[config.mk]
export PLATFORM = sky130hd
export DESIGN_NAME = indexed_list_insert_remove_top
export DESIGN_NICKNAME = d
export VERILOG_FILES = /design/src/rtl/ilir_pkg.sv /design/src/rtl/indexed_list_insert_remove_top.sv /design/src/rtl/ilir_mem.sv /design/src/rtl/ilir_step.sv /design/src/rtl/ilir_ctrl.sv
export SDC_FILE = /design/constraint.sdc
export NUM_CORES = 2
export LEC_CHECK = 0
export ABC_AREA = 1
export BUFFER_PORTS_ARGS = -buffer_cell sky130_fd_sc_hd__buf_2
export CAP_MARGIN = 25
export CORE_MARGIN = 2
export CORE_UTILIZATION = 48
export CTS_BUF_LIST = sky130_fd_sc_hd__clkbuf_2
export DETAILED_ROUTE_END_ITERATION = 10
export GPL_TIMING_DRIVEN = 0
export PLACE_DENSITY_LB_ADDON = 0.08
export SLEW_MARGIN = 20
export SYNTH_ARGS = -nofsm -noshare
export SYNTH_HDL_FRONTEND = slang
export SYNTH_SLANG_ARGS = --single-unit
[constraint.sdc]
create_clock -name i_clk -period 6.7 [get_ports i_clk]
set_input_delay 1.34 -clock i_clk [delete_from_list [all_inputs] [get_ports i_clk]]
set_output_delay 1.34 -clock i_clk [all_outputs]
set_load 0.01 [all_outputs]
[src/rtl/ilir_pkg.sv]
// Shared constants, codes and types of the indexed list block.
package ilir_pkg;

    localparam int CAPACITY = 64;
    localparam int ADDR_W   = $clog2(CAPACITY);

    localparam int MODE_W = 3;
    localparam int POS_W  = 7;
    localparam int DATA_W = 32;
    localparam int CNT_W  = 7;
    localparam int STAT_W = 2;

    localparam int IN_FIELDS_W  = MODE_W + POS_W + DATA_W;
    localparam int OUT_FIELDS_W = DATA_W + CNT_W + STAT_W;
    localparam int IN_TDATA_W   = ((IN_FIELDS_W + 7) / 8) * 8;
    localparam int OUT_TDATA_W  = ((OUT_FIELDS_W + 7) / 8) * 8;

    localparam logic [CNT_W-1:0] CAP_COUNT = CNT_W'(CAPACITY);

    localparam logic [MODE_W-1:0] MODE_APPEND = 3'd0;
    localparam logic [MODE_W-1:0] MODE_INSERT = 3'd1;
    localparam logic [MODE_W-1:0] MODE_REMOVE = 3'd2;
    localparam logic [MODE_W-1:0] MODE_READ   = 3'd3;
    localparam logic [MODE_W-1:0] MODE_WRITE  = 3'd4;

    localparam logic [STAT_W-1:0] ST_DONE  = 2'd0;
    localparam logic [STAT_W-1:0] ST_FULL  = 2'd1;
    localparam logic [STAT_W-1:0] ST_RANGE = 2'd2;

    typedef enum logic [2:0] {
        S_IDLE,
        S_SHIFT,
        S_MOVE,
        S_READ,
        S_FINISH
    } t_state;

    typedef struct packed {
        logic              we;
        logic [ADDR_W-1:0] waddr;
        logic [DATA_W-1:0] wdata;
        logic [ADDR_W-1:0] raddr;
    } t_mem_req;

    typedef struct packed {
        logic [CNT_W-1:0] next;
        logic             more;
    } t_step;

endpackage

[src/rtl/indexed_list_insert_remove_top.sv]
// Top level of the indexed list: sequencer, shared index unit and entry store.
// Keeps an ordered list of up to 64 signed 32-bit values. Each request word
// appends, inserts, removes, reads or overwrites and returns one result word
// with the value read, the count after the request and a status; full-list
// and out-of-range requests are refused and change nothing. One request is
// handled at a time. Append, overwrite and refused requests go from idle to
// the finish state that loads the result word, a read via the read state.
// Insert and remove move entries one at a time through the store's one read
// port and one write port, read in the shift state and written in the move
// state. Insert at p with n stored moves n - p entries, remove n - p - 1.
// The input is ready again once the result word is loaded; a finished
// result may wait in the output register while the next request is accepted.
module indexed_list_insert_remove_top (
    input  logic                              i_clk,
    input  logic                              i_rst_n,
    input  logic                              s_axis_tvalid,
    output logic                              s_axis_tready,
    // mode [2:0], position [9:3], value [41:10], zero fill above
    input  logic [ilir_pkg::IN_TDATA_W-1:0]   s_axis_tdata,
    output logic                              m_axis_tvalid,
    input  logic                              m_axis_tready,
    // read_value [31:0], count [38:32], status [40:39], zero fill above
    output logic [ilir_pkg::OUT_TDATA_W-1:0]  m_axis_tdata
);
    import ilir_pkg::*;

    t_mem_req          mem_req;
    logic [DATA_W-1:0] mem_rdata;

    ilir_ctrl u_ctrl (
        .i_clk         (i_clk),
        .i_rst_n       (i_rst_n),
        .s_axis_tvalid (s_axis_tvalid),
        .s_axis_tready (s_axis_tready),
        .s_axis_tdata  (s_axis_tdata),
        .m_axis_tvalid (m_axis_tvalid),
        .m_axis_tready (m_axis_tready),
        .m_axis_tdata  (m_axis_tdata),
        .o_mem_req     (mem_req),
        .i_mem_rdata   (mem_rdata)
    );

    ilir_mem u_mem (
        .i_clk   (i_clk),
        .i_req   (mem_req),
        .o_rdata (mem_rdata)
    );

endmodule

[src/rtl/ilir_mem.sv]
// Entry store: one write port and one read port with registered read data.
module ilir_mem (
    input  logic                         i_clk,
    input  ilir_pkg::t_mem_req           i_req,
    output logic [ilir_pkg::DATA_W-1:0]  o_rdata
);
    import ilir_pkg::*;

    logic [DATA_W-1:0] r_mem [CAPACITY];
    logic [DATA_W-1:0] r_rdata;

    always_ff @(posedge i_clk) begin
        if (i_req.we) begin
            r_mem[i_req.waddr] <= i_req.wdata;
        end
        r_rdata <= r_mem[i_req.raddr];
    end

    assign o_rdata = r_rdata;

endmodule

[src/rtl/ilir_step.sv]
// Shared index unit: one increment or decrement and the loop-end compare.
module ilir_step (
    input  logic [ilir_pkg::CNT_W-1:0] i_idx,
    input  logic [ilir_pkg::CNT_W-1:0] i_limit,
    input  logic                       i_down,
    output ilir_pkg::t_step            o_step
);
    import ilir_pkg::*;

    logic [CNT_W-1:0] step_sum;

    assign step_sum = i_down ? (i_idx - CNT_W'(1)) : (i_idx + CNT_W'(1));

    always_comb begin
        o_step.next = step_sum;
        // Downward runs stop at the limit, upward runs stop one short of it
        o_step.more = i_down ? (i_idx > i_limit) : (step_sum < i_limit);
    end

endmodule

[src/rtl/ilir_ctrl.sv]
// Request sequencer: checks, entry shifting, result register and handshakes.
module ilir_ctrl (
    input  logic                              i_clk,
    input  logic                              i_rst_n,
    input  logic                              s_axis_tvalid,
    output logic                              s_axis_tready,
    input  logic [ilir_pkg::IN_TDATA_W-1:0]   s_axis_tdata,
    output logic                              m_axis_tvalid,
    input  logic                              m_axis_tready,
    output logic [ilir_pkg::OUT_TDATA_W-1:0]  m_axis_tdata,
    output ilir_pkg::t_mem_req                o_mem_req,
    input  logic [ilir_pkg::DATA_W-1:0]       i_mem_rdata
);
    import ilir_pkg::*;

    t_state            r_state, n_state;
    logic [CNT_W-1:0]  r_count, n_count;
    logic              r_out_valid, n_out_valid;
    logic [CNT_W-1:0]  r_idx, n_idx;
    logic [MODE_W-1:0] r_mode, n_mode;
    logic [POS_W-1:0]  r_pos, n_pos;
    logic [DATA_W-1:0] r_val, n_val;
    logic [DATA_W-1:0] r_rd, n_rd;
    logic [STAT_W-1:0] r_status, n_status;
    logic [OUT_TDATA_W-1:0] r_out_data, n_out_data;

    logic [MODE_W-1:0] in_mode;
    logic [POS_W-1:0]  in_pos;
    logic [DATA_W-1:0] in_val;
    logic [STAT_W-1:0] in_status;
    logic              in_accept;
    logic              is_full;
    logic              step_down;
    logic [CNT_W-1:0]  step_limit;
    t_step             step;

    assign in_mode = s_axis_tdata[MODE_W-1:0];
    assign in_pos  = s_axis_tdata[MODE_W+POS_W-1:MODE_W];
    assign in_val  = s_axis_tdata[IN_FIELDS_W-1:MODE_W+POS_W];

    assign s_axis_tready = (r_state == S_IDLE);
    assign in_accept     = s_axis_tvalid && s_axis_tready;
    assign is_full       = (r_count == CAP_COUNT);

    assign step_down  = (r_mode == MODE_INSERT);
    assign step_limit = step_down ? r_pos : r_count;

    ilir_step u_step (
        .i_idx   (r_idx),
        .i_limit (step_limit),
        .i_down  (step_down),
        .o_step  (step)
    );

    // Status of the incoming request against the current count
    always_comb begin
        case (in_mode)
            MODE_APPEND: in_status = is_full ? ST_FULL : ST_DONE;
            MODE_INSERT: begin
                if (is_full) begin
                    in_status = ST_FULL;
                end else if (in_pos > r_count) begin
                    in_status = ST_RANGE;
                end else begin
                    in_status = ST_DONE;
                end
            end
            MODE_REMOVE, MODE_READ, MODE_WRITE:
                in_status = (in_pos >= r_count) ? ST_RANGE : ST_DONE;
            default: in_status = ST_DONE;
        endcase
    end

    always_comb begin
        n_state     = r_state;
        n_count     = r_count;
        n_idx       = r_idx;
        n_mode      = r_mode;
        n_pos       = r_pos;
        n_val       = r_val;
        n_rd        = r_rd;
        n_status    = r_status;
        n_out_data  = r_out_data;
        n_out_valid = r_out_valid && !m_axis_tready;

        o_mem_req.we    = 1'b0;
        o_mem_req.waddr = r_idx[ADDR_W-1:0];
        o_mem_req.wdata = i_mem_rdata;
        o_mem_req.raddr = r_pos[ADDR_W-1:0];

        case (r_state)
            S_IDLE: begin
                if (in_accept) begin
                    n_mode   = in_mode;
                    n_pos    = in_pos;
                    n_val    = in_val;
                    n_rd     = '0;
                    n_status = in_status;
                    n_state  = S_FINISH;
                    if (in_status == ST_DONE) begin
                        case (in_mode)
                            MODE_APPEND: begin
                                o_mem_req.we    = 1'b1;
                                o_mem_req.waddr = r_count[ADDR_W-1:0];
                                o_mem_req.wdata = in_val;
                                n_count         = r_count + CNT_W'(1);
                            end
                            MODE_WRITE: begin
                                o_mem_req.we    = 1'b1;
                                o_mem_req.waddr = in_pos[ADDR_W-1:0];
                                o_mem_req.wdata = in_val;
                            end
                            MODE_READ: begin
                                o_mem_req.raddr = in_pos[ADDR_W-1:0];
                                n_state         = S_READ;
                            end
                            MODE_INSERT: begin
                                n_idx   = r_count;
                                n_state = S_SHIFT;
                            end
                            MODE_REMOVE: begin
                                n_idx   = in_pos;
                                n_state = S_SHIFT;
                            end
                            default: n_state = S_FINISH;
                        endcase
                    end
                end
            end
            S_SHIFT: begin
                if (step.more) begin
                    // Fetch the neighbour that moves into the current slot
                    o_mem_req.raddr = step.next[ADDR_W-1:0];
                    n_state         = S_MOVE;
                end else begin
                    if (step_down) begin
                        o_mem_req.we    = 1'b1;
                        o_mem_req.waddr = r_pos[ADDR_W-1:0];
                        o_mem_req.wdata = r_val;
                        n_count         = r_count + CNT_W'(1);
                    end else begin
                        n_count = r_count - CNT_W'(1);
                    end
                    n_state = S_FINISH;
                end
            end
            S_MOVE: begin
                o_mem_req.we    = 1'b1;
                o_mem_req.waddr = r_idx[ADDR_W-1:0];
                o_mem_req.wdata = i_mem_rdata;
                n_idx           = step.next;
                n_state         = S_SHIFT;
            end
            S_READ: begin
                n_rd    = i_mem_rdata;
                n_state = S_FINISH;
            end
            S_FINISH: begin
                // Hold until the result register is free
                if (!r_out_valid || m_axis_tready) begin
                    n_out_valid = 1'b1;
                    n_out_data  = OUT_TDATA_W'({r_status, r_count, r_rd});
                    n_state     = S_IDLE;
                end
            end
            default: n_state = S_IDLE;
        endcase
    end

    always_ff @(posedge i_clk) begin
        if (!i_rst_n) begin
            r_state     <= S_IDLE;
            r_count     <= '0;
            r_out_valid <= 1'b0;
        end else begin
            r_state     <= n_state;
            r_count     <= n_count;
            r_out_valid <= n_out_valid;
        end
    end

    always_ff @(posedge i_clk) begin
        r_idx      <= n_idx;
        r_mode     <= n_mode;
        r_pos      <= n_pos;
        r_val      <= n_val;
        r_rd       <= n_rd;
        r_status   <= n_status;
        r_out_data <= n_out_data;
    end

    assign m_axis_tvalid = r_out_valid;
    assign m_axis_tdata  = r_out_data;

`ifndef SYNTHESIS
    a_count_bound: assert property (@(posedge i_clk) disable iff (!i_rst_n)
        r_count <= CAP_COUNT)
        else $error("element count above capacity");

    a_insert_idx: assert property (@(posedge i_clk) disable iff (!i_rst_n)
        (r_state == S_SHIFT && r_mode == MODE_INSERT) |-> (r_idx >= r_pos && r_idx <= r_count))
        else $error("insert shift index outside its run");

    a_remove_idx: assert property (@(posedge i_clk) disable iff (!i_rst_n)
        (r_state == S_MOVE && r_mode == MODE_REMOVE) |-> (r_idx + CNT_W'(1) < r_count))
        else $error("remove shift index outside the list");

    a_full_status: assert property (@(posedge i_clk) disable iff (!i_rst_n)
        (r_state == S_FINISH && r_status == ST_FULL) |-> is_full)
        else $error("full status with room left");

    a_refused_count: assert property (@(posedge i_clk) disable iff (!i_rst_n)
        (r_state == S_FINISH && $past(r_state) == S_IDLE && r_status != ST_DONE)
            |-> $stable(r_count))
        else $error("refused request changed the count");
`endif

endmodule
=== Yosys cells after proc, flatten, opt, wreduce, memory -nomap -nowiden ===
Memory sizes are Yosys's and may differ from the RTL's. A register that Yosys moved wholly into a read port is not among the register bits.
Cells that the tools add are included.

* Add/sub/neg operators: 4
* Magnitude comparators: 4
* Equality and inequality tests: 16
* Mux-type cells: 39
* Reduce and logical (&&, ||, !) cells: 19

{| class="wikitable"
|+ Operator list
! kind !! number
|-
| $pmux W39 S3 || 1
|-
| $mux W45 || 2
|-
| $mux W39 || 2
|-
| $pmux W39 S2 || 1
|-
| $pmux W32 S2 || 1
|-
| $mux W7 || 9
|-
| $pmux W7 S2 || 3
|-
| $mux W32 || 1
|-
| $pmux W3 S5 || 1
|-
| $add A7 B1 Y7 const B || 2
|-
| $gt A7 B7 Y1 || 2
|-
| $sub A7 B1 Y7 const B || 2
|-
| $eq A3 B2 Y1 const B || 4
|-
| $mux W3 || 4
|-
| $mux W6 || 2
|-
| $pmux W6 S2 || 1
|-
| $eq A3 B1 Y1 const B || 3
|-
| $ne A2 B2 Y1 const B || 4
|-
| $reduce_and A2 Y1 || 4
|-
| $eq A7 B7 Y1 const B || 1
|-
| $ge A7 B7 Y1 || 1
|-
| $lt A7 B7 Y1 || 1
|-
| $eq A3 B3 Y1 const B || 2
|-
| $logic_not A3 Y1 || 2
|-
| 15 further kinds || 26
|}

* Register bits: 135
* Bits in writable memories: 2,048
* Input port bits: 52
* Output and inout bits: 50
* Logic and storage cells: 93
* Memories kept: 1

{| class="wikitable"
|+ Memories
! memory !! depth !! width !! read ports !! clocked after Yosys merged registers in !! write ports !! RTL line !! source
|-
| u_mem.r_mem || 64 || 32 || 1 || 1 || 1 || ilir_mem.sv:9 || <nowiki>logic [DATA_W-1:0] r_mem [CAPACITY];</nowiki>
|}

=== Longest topological paths before layout ===
* Word-level depth: 10
* Mapped depth: 37
* Depth with buffers taken out: 35

=== Cells and area by module ===
A second synthesis with hierarchy kept.

* Cell total of the unflattened synthesis: 7,803
* Area total of the unflattened synthesis: 91,122.4 sq um

{| class="wikitable"
|+ By module, submodules not included
! module !! instances !! cells each !! area each (sq um) !! seq. area each (sq um)
|-
| ilir_mem || 1 || 6,769 || 82,738.1 || 62,139.6
|-
| ilir_ctrl || 1 || 933 || 7,754.9 || 3,943.8
|-
| ilir_step || 1 || 101 || 629.4 || 0.0
|}

=== Worst setup path before layout ===
No wires, ideal clock.

* Path kind: input to register
* Start point: input s_axis_tdata[9] (netlist bit)
* End point: memory u_mem.r_mem[0][0] (data pin)
* Library setup time: 0.564 ns
* Arrival time: 5.003 ns
* Data required time: 6.136 ns
* Slack: 1.132 ns
* Stages: 15
* Buffers on the path: 2
* Path through: ha_1 -> nand2_1 -> nor2_1 -> inv_1 -> nor2_1 -> nor2_1 -> nand2_1 -> nand3_2 -> nor2_8 -> nand2_1 -> clkbuf_1 -> buf_1 -> a21oi_1 -> o21ai_0 -> a22oi_1

{| class="wikitable"
|+ RTL lines
! what !! RTL line !! source
|-
| from (decl) || indexed_list_insert_remove_top.sv:19 || <nowiki>input logic [ilir_pkg::IN_TDATA_W-1:0] s_axis_tdata,</nowiki>
|-
| to (decl) || ilir_mem.sv:9 ||
|}

=== Final worst setup path ===
* Start point: register u_ctrl.r_mode[0]
* End point: memory u_mem.r_mem[3][16], enable pin

* Longest elaborated chain between the ends: 8
* Elaborated cells between the ends (all ways): 11
* Classes of those cells: order compare (2); eq/ne (1); mux (8)

{| class="wikitable"
|+ Ends and longest elaborated chain
! what !! RTL line !! source
|-
| from (decl) || ilir_ctrl.sv:20 || <nowiki>logic [MODE_W-1:0] r_mode, n_mode;</nowiki>
|-
| from (signal assigned) || ilir_ctrl.sv:184 || <nowiki>r_mode <= n_mode;</nowiki>
|-
| $eq A3 B1 Y1 * || ilir_ctrl.sv:45 || <nowiki>assign step_down = (r_mode == MODE_INSERT);</nowiki>
|-
| $mux W7, on equally long branches || ilir_step.sv:12, ilir_ctrl.sv:46 ||
|-
| $lt A7 B7 Y1 or $gt A7 B7 Y1 (tied branches) || ilir_step.sv:17 || <nowiki>o_step.more = i_down ? (i_idx > i_limit) : (step_sum < i_limit);</nowiki>
|-
| $mux W1 || ilir_step.sv:17 ||
|-
| $mux W39 * || ilir_ctrl.sv:131 || <nowiki>if (step.more) begin</nowiki>
|-
| $pmux W39 S3 * || ilir_ctrl.sv:91 || <nowiki>case (r_state)</nowiki>
|-
| $mux W1 || ilir_mem.sv:13 || <nowiki>if (i_req.we) begin</nowiki>
|-
| $mux W1 (not written as such) || ilir_mem.sv:14 || <nowiki>r_mem[i_req.waddr] <= i_req.wdata;</nowiki>
|}

Every way passes the cells marked *; elsewhere a longest branch is shown, timed or not.

==> impl_results.html <==
<table>
<tr><th>Metric</th><th>Value</th></tr>
<tr><th colspan="2">Worst setup path</th></tr>
<tr><td>Stage delay of the slowest cell on the critical path</td><td>1.01 ns</td></tr>
<tr><td>Startpoint type of the worst setup path</td><td>register</td></tr>
<tr><td>End of the worst register-to-register path</td><td>u_mem.r_mem[3][16]</td></tr>
<tr><td>Reg-to-reg startpoint</td><td>u_ctrl.r_mode[0]</td></tr>
<tr><td>Cell type of the slowest stage on the worst timing path</td><td>sky130_fd_sc_hd__nand3_1</td></tr>
<tr><td>Critical Path Most Common Cell</td><td>sky130_fd_sc_hd__nand2_1</td></tr>
<tr><td>Crit path cell chain</td><td>inv_1 &gt; nor2_1 &gt; nand2_1 &gt; buf_2 &gt; buf_1 &gt; o21ai_0 &gt; ha_1 &gt; nand2_1 &gt; nor2_1 &gt; nand2_1 &gt; nand2_1 &gt; nand2_1 &gt; nand2_1 &gt; a221oi_1 &gt; a21oi_1 &gt; inv_1 &gt; nor3_1 &gt; nand3_1 &gt; nor2_4 &gt; buf_12 &gt; buf_16</td></tr>
<tr><td>Endpoint type of the worst setup path</td><td>register</td></tr>
<tr><td>Crit path buf inv count</td><td>6</td></tr>
<tr><td>Register-to-register path setup slack</td><td>-0.08 ns</td></tr>
<tr><td>Count of cells along the worst register-to-register path</td><td>21</td></tr>
<tr><td>Maximum fanout along the worst path</td><td>14</td></tr>
<tr><td>Kind of cell with the highest combined delay on the critical path</td><td>simple AND/OR/NAND/NOR gates</td></tr>
<tr><td>Classification of the worst setup path</td><td>reg2reg</td></tr>
<tr><td>WP data arrival</td><td>8.36 ns</td></tr>
<tr><td>Required arrival time at the worst endpoint</td><td>8.28 ns</td></tr>
<tr><th colspan="2">Global route</th></tr>
<tr><td>Number of global-route vias before repair</td><td>67500</td></tr>
<tr><td>Antenna violations before repair</td><td>42</td></tr>
<tr><td>Global-route wire length before repair</td><td>518 mm</td></tr>
<tr><td>Total global routing track utilization</td><td>38.8%</td></tr>
<tr><td>Grt ovf</td><td>0</td></tr>
<tr><td>Largest net degree at the start of global routing</td><td>49</td></tr>
<tr><th colspan="2">Placement</th></tr>
<tr><td>Post-Place Cell Area</td><td>101000 um^2</td></tr>
<tr><td>Port-buffer cells</td><td>88</td></tr>
<tr><td>Global placement routability congestion</td><td>1.04</td></tr>
<tr><td>HPWL after DPL</td><td>279 mm</td></tr>
<tr><td>Minimum setup slack after placement</td><td>-0.141 ns</td></tr>
<tr><th colspan="2">Worst hold path</th></tr>
<tr><td>Worst min-delay path class</td><td>in2reg</td></tr>
<tr><td>Cell depth of the worst min-delay path</td><td>2</td></tr>
<tr><td>End point of the worst hold path</td><td>u_ctrl.r_val[31]</td></tr>
<tr><td>Hold wc startpoint</td><td>s_axis_tdata[41]</td></tr>
<tr><th colspan="2">Timing</th></tr>
<tr><td>FMAX</td><td>0.148 GHz</td></tr>
<tr><td>Final clock skew</td><td>0.179 ns</td></tr>
<tr><td>Count of final hold-check violations</td><td>0</td></tr>
<tr><td>Final count of pins violating max slew</td><td>0</td></tr>
<tr><td>Min cycle time layout</td><td>6.78 ns</td></tr>
<tr><td>Crit share post-route</td><td>101%</td></tr>
<tr><td>Post-route worst setup slack</td><td>-0.0770 ns</td></tr>
<tr><td>Worst Max-Slew Pin Slew</td><td>1.32 ns</td></tr>
<tr><td>Worst hold slack</td><td>0.211 ns</td></tr>
<tr><td>Unrepaired setup endpoints after global routing</td><td>yes</td></tr>
<tr><td>Max_slew headroom</td><td>12.3%</td></tr>
<tr><td>Number of endpoints failing setup at the final stage</td><td>16</td></tr>
<tr><th colspan="2">CTS</th></tr>
<tr><td>Number of buffers created by CTS</td><td>592</td></tr>
<tr><td>Clock tree buffer depth</td><td>4</td></tr>
<tr><td>CTS tree</td><td>done</td></tr>
<tr><td>Clock network latency to the later pin of the worst-skew pair</td><td>2.02 ns</td></tr>
<tr><td>Number of H-tree levels</td><td>6</td></tr>
<tr><td>CTS clock-pin slew for the worst setup and hold paths</td><td>0.09 ns</td></tr>
<tr><td>CTS sink cnt</td><td>2215</td></tr>
<tr><td>Clk Tree Root Cell</td><td>sky130_fd_sc_hd__clkbuf_2</td></tr>
<tr><th colspan="2">Synth</th></tr>
<tr><td>Seq/Total Area, Yosys</td><td>72.1%</td></tr>
<tr><td>Fraction of synthesis flops using an asynchronous set or reset pin</td><td>0%</td></tr>
<tr><td>Post-Syn Area per Cell</td><td>11.9 um^2</td></tr>
<tr><td>Count of different cell masters after synthesis</td><td>45</td></tr>
<tr><td>Synth Instances</td><td>7733</td></tr>
<tr><td>Register bit total from synthesis</td><td>2215</td></tr>
<tr><td>Prevailing post-synth register cell</td><td>sky130_fd_sc_hd__edfxtp_1</td></tr>
<tr><td>Post-synthesis instance area</td><td>91700 um^2</td></tr>
<tr><td>Number of synthesized flops with an enable pin</td><td>2172</td></tr>
<tr><td>Total number of yosys warnings</td><td>0</td></tr>
<tr><th colspan="2">Routing</th></tr>
<tr><td>Total vias in the final route</td><td>72600</td></tr>
<tr><td>DRC violations left</td><td>0</td></tr>
<tr><td>Aggregate routed wire length</td><td>382 mm</td></tr>
<tr><td>Routed length per placed instance</td><td>32.7 um</td></tr>
<tr><td>Detail-routed via count per cell</td><td>6.21</td></tr>
<tr><td>Count of TritonRoute iterations in the first routing pass</td><td>9</td></tr>
<tr><td>Final ANT Viol Nets</td><td>0</td></tr>
<tr><td>Initial DRC Count</td><td>11000</td></tr>
<tr><th colspan="2">Die</th></tr>
<tr><td>Die height</td><td>441 um</td></tr>
<tr><td>Row Count</td><td>160</td></tr>
<tr><td>Core Region</td><td>190000 um^2</td></tr>
<tr><td>IO Pins</td><td>102</td></tr>
<tr><td>Starting utilization of the core area</td><td>48.3%</td></tr>
<tr><td>Die area</td><td>195000 um^2</td></tr>
<tr><td>Horizontal die dimension</td><td>441 um</td></tr>
<tr><th colspan="2">Power</th></tr>
<tr><td>Worst vdd ir</td><td>0.221 mV</td></tr>
<tr><td>P_leak</td><td>39.8 nW</td></tr>
<tr><td>Power Dens Cells</td><td>444 nW/um^2</td></tr>
<tr><th colspan="2">Final layout</th></tr>
<tr><td>Final net count</td><td>8850</td></tr>
<tr><td>Fillcell total</td><td>16400</td></tr>
<tr><td>Commonest non-fill, non-tap cell in the layout</td><td>sky130_fd_sc_hd__nand3_1</td></tr>
<tr><td>Fraction of final layout cells with drive strength greater than 1</td><td>18.1%</td></tr>
<tr><td>Top library cells by usage in the layout, fill and taps aside</td><td>2543 x sky130_fd_sc_hd__nand3_1, 2172 x sky130_fd_sc_hd__edfxtp_1, 1752 x sky130_fd_sc_hd__nand2_1, 896 x sky130_fd_sc_hd__clkbuf_2, 250 x sky130_fd_sc_hd__buf_2</td></tr>
<tr><td>Final core area utilization</td><td>56.4%</td></tr>
<tr><td>Final Instance Area</td><td>107000 um^2</td></tr>
<tr><td>Syn-to-layout area delta</td><td>16.9%</td></tr>
<tr><th colspan="2">Status</th></tr>
<tr><td>Violations in the final reports</td><td>setup timing</td></tr>
<tr><td>Result of the run</td><td>finished, violations left</td></tr>
<tr><th colspan="2">Job</th></tr>
<tr><td>Max-cap violations</td><td>0</td></tr>
</table>
## cell families (layout without fill, tap and decap cells)
group           Yosys count  count (layout)  synth area share [%]
other cells               1              39               0.00409
flops                  2215            2215                  72.1
mux                       1               1                0.0109
compound gates          215             215                  1.47
xor+xnor                 10              10                0.0955
fa+ha+maj                25              25                 0.341
simple gates           4528            4528                  22.4
buf+inv                 738            2146                  3.61
## where the power goes
part           switching (mW)  internal (mW)  total [mW]
Sequential              0.131           17.6        17.7
Clock                    5.71           3.51        9.21
Combinational            15.7           4.99        20.7
## repair_timing
action / 4_1_cts / 5_1_grt
hold buffers: 60 / 0
buffers inserted: 0 / 4
setup endpoints to repair: 280 / 545
pin swaps: 0 / 2
resized for setup: 6 / 74
endpoints found under the hold margin: 313 / 0
## sequential cells by signal, indices dropped and copies added (netlist names)
name and count:
u_ctrl.r_pos 7, u_mem.o_rdata 32, u_ctrl.m_axis_tvalid 1, u_ctrl.r_count 7, u_ctrl.m_axis_tdata 41, u_ctrl.r_status 2, u_ctrl.r_state 3, u_ctrl.r_rd 32
u_ctrl.r_val 32, u_ctrl.r_mode 3, u_ctrl.r_idx 7, u_mem.r_mem 2048
## metrics by stage
| stage | power (mW) | cells | TNS, ns |
|---|---|---|---|
| after global placement | 36.3 | 10300 | - |
| final | 47.6 | 11700 | -0.721 |
| after global routing | 48.6 | 11700 | -0.0191 |
| after detailed placement | 37.6 | 10600 | -12.57 |
| after floorplan | 26.7 | 7739 | 0 |
| after CTS | 46.6 | 11700 | 0 |
## synthesized netlist by cell type (all sizes together) (8+ instances only)
cell / count / area (um^2)
nand3: 2547 / 12800
nand3b: 57 / 428
buf: 303 / 1680
nand2: 1757 / 6610
a221oi: 26 / 228
a22oi: 23 / 173
inv: 182 / 683
nor2: 151 / 626
ha: 25 / 313
a211oi: 8 / 60.1
nor3: 8 / 40.0
a21oi: 60 / 300
o2111ai: 12 / 105
dfxtp: 43 / 861
xor2: 8 / 70.1
clkbuf: 252 / 946
o21ai: 63 / 315
edfxtp: 2172 / 65200
## layout make-up
type | count | area, um^2 | area share [%]
antenna | 32 | 80.1 | 0.0747
buffer | 555 | 2730 | 2.54
clock buffer | 856 | 4280 | 4.00
clock inverter | 112 | 541 | 0.504
inverter | 183 | 687 | 0.641
multi-input combinational | 4786 | 23100 | 21.6
sequential | 2215 | 66100 | 61.6
tap | 2511 | 3140 | 2.93
timing repair buffer | 440 | 6510 | 6.07
## per-layer routing
metal | track usage, % | wire [um] | share of wire [%]
met2 | 56.7 | 166000 | 43
met3 | 11.2 | 49400 | 13
met4 | 25.0 | 27400 | 7.2
met5 | 0 | 278 | 0.073
met1 | 50.8 | 139000 | 36
## worst max-delay path by stage
| stage | startpoint | endpoint | cells past startpoint | slack (ns) |
|---|---|---|---|---|
| after floorplan | s_axis_tdata[9] | u_mem.r_mem[0][0] | 15 | 1.13 |
| after global placement | u_ctrl.r_mode[0] | u_mem.r_mem[8][16] | 18 | -5.59 |
| after detailed placement | u_ctrl.r_mode[0] | u_mem.r_mem[5][6] | 21 | -0.14 |
| after CTS | u_ctrl.r_mode[2] | u_mem.o_rdata[26] | 32 | 0.007 |
| after global routing | u_ctrl.r_mode[0] | u_mem.o_rdata[19] | 32 | -0.02 |
| final | u_ctrl.r_mode[0] | u_mem.r_mem[3][16] | 21 | -0.08 |
(Power assumes the default switching activity.)
